===== src/hw/rtl/chained_hash_accumulate_table_defines.svh =====
// Assertion macros used by the hash table top level.
`ifndef CHAINED_HASH_ACCUMULATE_TABLE_DEFINES_SVH
`define CHAINED_HASH_ACCUMULATE_TABLE_DEFINES_SVH

// Same-cycle implication, sampled on clk, off while rst_n is low.
`define CHAT_ASSERT_IMP(lbl, ante, cons, msg) \
  lbl: assert property (@(posedge clk) disable iff (!rst_n) (ante) |-> (cons)) else $error(msg);

// Next-cycle implication, sampled on clk, off while rst_n is low.
`define CHAT_ASSERT_NXT(lbl, ante, cons, msg) \
  lbl: assert property (@(posedge clk) disable iff (!rst_n) (ante) |=> (cons)) else $error(msg);

`endif


===== src/hw/rtl/chat_pkg.sv =====
// Types, constants and codes shared by the hash table modules.
`default_nettype none
package chat_pkg;

  localparam int DEF_BUCKETS    = 256;
  localparam int DEF_POOL_NODES = 256;
  localparam int DEF_KEY_PARTS  = 4;

  localparam logic [63:0] HASH_SEED  = 64'd5381;
  localparam int          HASH_SHIFT = 5;
  localparam logic [31:0] MISS_VALUE = 32'hFFFF0000;

  localparam logic [2:0] KEY_LENGTH_RESET = 3'd4;
  localparam logic [0:0] KEY_LENGTH_ADDR  = 1'b0;

  localparam logic [1:0] MODE_LOOKUP = 2'd0;
  localparam logic [1:0] MODE_INSERT = 2'd1;
  localparam logic [1:0] MODE_DELETE = 2'd2;

  localparam logic [1:0] STATUS_OK        = 2'd0;
  localparam logic [1:0] STATUS_NOT_FOUND = 2'd1;
  localparam logic [1:0] STATUS_POOL_FULL = 2'd2;

  typedef enum logic [3:0] {
    ST_CLEAR,
    ST_IDLE,
    ST_HASH,
    ST_MOD,
    ST_HEAD_TAKE,
    ST_CHECK,
    ST_NODE_CMP,
    ST_INSERT
  } ctrl_state_t;

  typedef enum logic [3:0] {
    CMD_NONE,
    CMD_CLEAR,
    CMD_LOAD,
    CMD_HASH,
    CMD_MOD,
    CMD_HEAD_RD,
    CMD_HEAD_TAKE,
    CMD_NODE_RD,
    CMD_ADVANCE,
    CMD_HIT,
    CMD_MISS,
    CMD_FULL,
    CMD_POP_RD,
    CMD_INSERT
  } dp_cmd_t;

  typedef struct packed {
    logic clear_last;
    logic hash_last;
    logic mod_done;
    logic node_null;
    logic walk_over;
    logic key_match;
    logic pool_full;
    logic is_insert;
  } dp_status_t;

endpackage
`default_nettype wire


===== src/hw/rtl/chat_ctrl.sv =====
// Controller state machine sequencing clearing pass, hash, bucket reduction, chain walk and update.
`default_nettype none
module chat_ctrl (
  input  logic                clk,
  input  logic                rst_n,
  input  logic                start,
  input  chat_pkg::dp_status_t st,
  output chat_pkg::dp_cmd_t   cmd,
  output logic                busy
);
  import chat_pkg::*;

  ctrl_state_t state_r, state_nxt;

  always_ff @(posedge clk) begin
    if (!rst_n) begin
      state_r <= ST_CLEAR;
    end else begin
      state_r <= state_nxt;
    end
  end

  always_comb begin
    state_nxt = state_r;
    cmd       = CMD_NONE;
    unique case (state_r)
      ST_CLEAR: begin
        cmd = CMD_CLEAR;
        if (st.clear_last) state_nxt = ST_IDLE;
      end
      ST_IDLE: begin
        if (start) begin
          cmd       = CMD_LOAD;
          state_nxt = ST_HASH;
        end
      end
      ST_HASH: begin
        cmd = CMD_HASH;
        if (st.hash_last) state_nxt = ST_MOD;
      end
      ST_MOD: begin
        if (st.mod_done) begin
          cmd       = CMD_HEAD_RD;
          state_nxt = ST_HEAD_TAKE;
        end else begin
          cmd = CMD_MOD;
        end
      end
      ST_HEAD_TAKE: begin
        cmd       = CMD_HEAD_TAKE;
        state_nxt = ST_CHECK;
      end
      ST_CHECK: begin
        // End of chain or walk limit reached: the key is absent.
        if (st.node_null || st.walk_over) begin
          if (st.is_insert && !st.pool_full) begin
            cmd       = CMD_POP_RD;
            state_nxt = ST_INSERT;
          end else if (st.is_insert) begin
            cmd       = CMD_FULL;
            state_nxt = ST_IDLE;
          end else begin
            cmd       = CMD_MISS;
            state_nxt = ST_IDLE;
          end
        end else begin
          cmd       = CMD_NODE_RD;
          state_nxt = ST_NODE_CMP;
        end
      end
      ST_NODE_CMP: begin
        if (st.key_match) begin
          cmd       = CMD_HIT;
          state_nxt = ST_IDLE;
        end else begin
          cmd       = CMD_ADVANCE;
          state_nxt = ST_CHECK;
        end
      end
      ST_INSERT: begin
        cmd       = CMD_INSERT;
        state_nxt = ST_IDLE;
      end
      default: begin
        state_nxt = ST_IDLE;
      end
    endcase
  end

  assign busy = (state_r != ST_IDLE);

endmodule
`default_nettype wire


===== config.mk =====
export PLATFORM = sky130hd
export DESIGN_NAME = chat_ctrl
export DESIGN_NICKNAME = d
export VERILOG_FILES = /design/src/hw/rtl/chained_hash_accumulate_table_defines.svh /design/src/hw/rtl/chat_pkg.sv /design/src/hw/rtl/chat_ctrl.sv
export SDC_FILE = /design/constraint.sdc
export NUM_CORES = 1
export LEC_CHECK = 0
export CAP_MARGIN = 10
export CORE_AREA = 8 8 45 47
export CTS_CLUSTER_SIZE = 25
export DETAILED_ROUTE_END_ITERATION = 6
export DIE_AREA = 0 0 53 55
export DONT_BUFFER_PORTS = 1
export GPL_TIMING_DRIVEN = 0
export PLACE_DENSITY = 0.48
export SLEW_MARGIN = 20
export SYNTH_ARGS = -nofsm -noshare
export SYNTH_HDL_FRONTEND = slang
export SYNTH_SLANG_ARGS = --single-unit

===== constraint.sdc =====
create_clock -name clk -period 1.26 [get_ports clk]
set_input_delay 0.063 -clock clk [delete_from_list [all_inputs] [get_ports clk]]
set_output_delay 0.063 -clock clk [all_outputs]
set_load 0.05 [all_outputs]

==> results.cfg <==
[floorplanning]
pin_count = 16
die_w_um = 53
start_util = 0.234
dieArea_um2 = 2920
coreArea_um2 = 1380
fp.dieH_um = 55
row_count = 14

[run_status]
violations = negative setup slack
status = finished with violations

[sta]
max_freq_mhz = 756
rsz0062_at_grt = yes
finalSetupViolCount = 2
skew_ps = 0.336
period_share = 1.05
setup_slack_ps = -62.1
worstMarginPinSlew_ps = 465
setup-tns-final_ps = -117
drv_slew = 0
period_needed_ps = 1320
hold_ws_ps = 43.4
hold_viol_final = 0
relSlewSlack = 0.689

[detailed_routing]
antenna_left = 0
drt-vias-per-instance = 5.10
dr.pass1.iters = 4
wirelength_um = 968
vias = 357
drc = 0
drtIter0Drc = 4
drt-wirelength-per-cell_um = 13.8

[worst_hold_path]
holdPathEnd = state_r[0]
worst_hold_path_type = input port to flop
min_from = start
holdPathStages = 3

[finish]
reg_top3 = state_r x3
regMostFlops = state_r
final_cell_mix = o21ai_0, nand2_1, nor2_1
insertedDiodeCount = 0
syn_to_final_growth_pct = 44.4
drive_gt1_frac = 0.389
largest_register_ffs = 3
nNetsFinal = 66

[synthesis]
avgSynthCellArea_um2 = 7.04
yosysSeqAreaShare = 0.185
synth_cells = 46
yosys_warnings = 0
synth_mux_area_frac = 0.0618
synth_xor_area_frac = 0.0270
synth_top_family_by_area = compound AO/OA/AOI/OAI gates
synth_compound_area_frac = 0.359
synth_area_um2 = 324
synthSimpleGateAreaFrac = 0.243
yosysUniqueCellTypes = 23
syn-num-nets = 57
ys_ff_latch = 3
synth_fa_ha_area_frac = 0

[flow_run]
drv_cap = 0

[critical_path]
crit_path_max_fanout = 7
reg2reg_from = state_r[0]
start_kind = flop
worstRegToRegCells = 5
worstSetupStartpoint = state_r[2]
cp.arrival_ps = 1260
crit_type = flop to output pin
reg2reg_slack_ps = 150
critPathRequiredTime_ps = 1200
endpoint_kind = output pin
timing.rr.end = state_r[1]

[clocking]
path_clk_slew_ps = 40
clock_path_buffers = 2
cts_made_buffers = 3
cts_tree = done
htreeDepth = 1
clk_latency_ps = 230
cts_root_buf = clkbuf_4
clkSinkCount = 3

[placed_design]
place_ws_ps = -139
dp_hpwl_um = 708
port_buffers = 0
place_congestion = 0.697

[pwr]
finalPower_mw = 0.578
power.leakage_nw = 0.161
powerDensity_nw_per_um2 = 1240
vdd_ir_drop_max_v = 0.000340

[global_route]
grt_util_all_layers = 0.0731
grt_pass1_wl_mm = 1.62
grt_max_degree = 11
grt_pass1_vias = 366
globalRoute.totalOverflow = 0
antenna_found_initial = 0
[Yosys cell counts]
| library cell | count | share of area |
|---|---|---|
| a211o_2 | 1 | 0.031 |
| a21boi_1 | 1 | 0.023 |
| a21oi_1 | 3 | 0.046 |
| a31oi_1 | 2 | 0.039 |
| and2_1 | 1 | 0.019 |
| and3_1 | 1 | 0.019 |
| buf_4 | 1 | 0.023 |
| buf_6 | 2 | 0.069 |
| dfxtp_1 | 3 | 0.19 |
| inv_2 | 1 | 0.012 |
| inv_4 | 1 | 0.019 |
| mux2i_1 | 2 | 0.062 |
| nand2_1 | 4 | 0.046 |
| nand2b_1 | 1 | 0.019 |
| nand3_1 | 1 | 0.015 |
| nand3b_1 | 2 | 0.046 |
| nor2_1 | 5 | 0.058 |
| o211ai_1 | 2 | 0.046 |
| o21a_1 | 2 | 0.046 |
| o21ai_0 | 7 | 0.11 |
| o22ai_1 | 1 | 0.019 |
| or3_1 | 1 | 0.019 |
| xnor2_1 | 1 | 0.027 |
[power breakdown]
group	switching [mW]	internal (mW)	leakage, nW
Combinational	0.188	0.102	0.120
Sequential	0.0120	0.107	0.0264
Clock	0.0506	0.119	0.0150
[worst max-delay path, stage by stage, from the launching register on]
cell and delay (ps):
dfxtp_4 370, buf_6 130, o21a_1 130, a21oi_2 50, o22ai_4 350
[metrics by stage]
step,utilization,instances,cell area (µm²)
final,0.338,70,468
after global placement,0.258,62,357
after detailed placement,0.258,62,357
after CTS,0.332,70,459
after global routing,0.338,70,468
after floorplan,-,46,337
[logic make-up after synthesis]
| family | Yosys count |
|---|---|
| buf+inv | 5 |
| flops | 3 |
| xor+xnor | 1 |
| simple gates | 16 |
| compound gates | 19 |
| mux | 2 |
[metal layers]
metal / vias to the layer above / share of wire / global-route usage / wire [µm]
met4: 0 / 0 / 0.0129 / 0
met3: 0 / 0.11 / 0.0508 / 105
met5: - / 0 / 0 / 0
met2: 10 / 0.54 / 0.133 / 520
met1: 163 / 0.35 / 0.0667 / 343
li1: 184 / - / - / -
[area by class of cell]
cell class | count | area [µm²]
Fill cell | 161 | 916
Multi-Input combinational cell | 38 | 277
Sequential cell | 3 | 68.8
Buffer | 3 | 33.8
Timing Repair Buffer | 4 | 32.5
Clock buffer | 4 | 26.3
Tap cell | 16 | 20.0
Inverter | 2 | 10.0
[how the worst max path moves through the flow]
stage	endpoint	slack [ps]	cells after the start
6_report	cmd[1]	-60	4
5_1_grt	cmd[1]	-120	4
4_1_cts	cmd[1]	-100	4
3_5_place_dp	cmd[0]	-140	3
3_3_place_gp	cmd[0]	-150	3
2_1_floorplan	cmd[0]	-30	3
[repair_timing]
item / CTS / global route
gates resized for setup: 14 / 2
buffers inserted: 3 / 0
hold buffers: 1 / 0
gates cloned: 0 / 0
endpoints found under the setup margin: 5 / 4
pin swaps: 3 / 2
hold endpoints to repair: 3 / 0
Note: power is estimated with default switching activity, not from simulation.
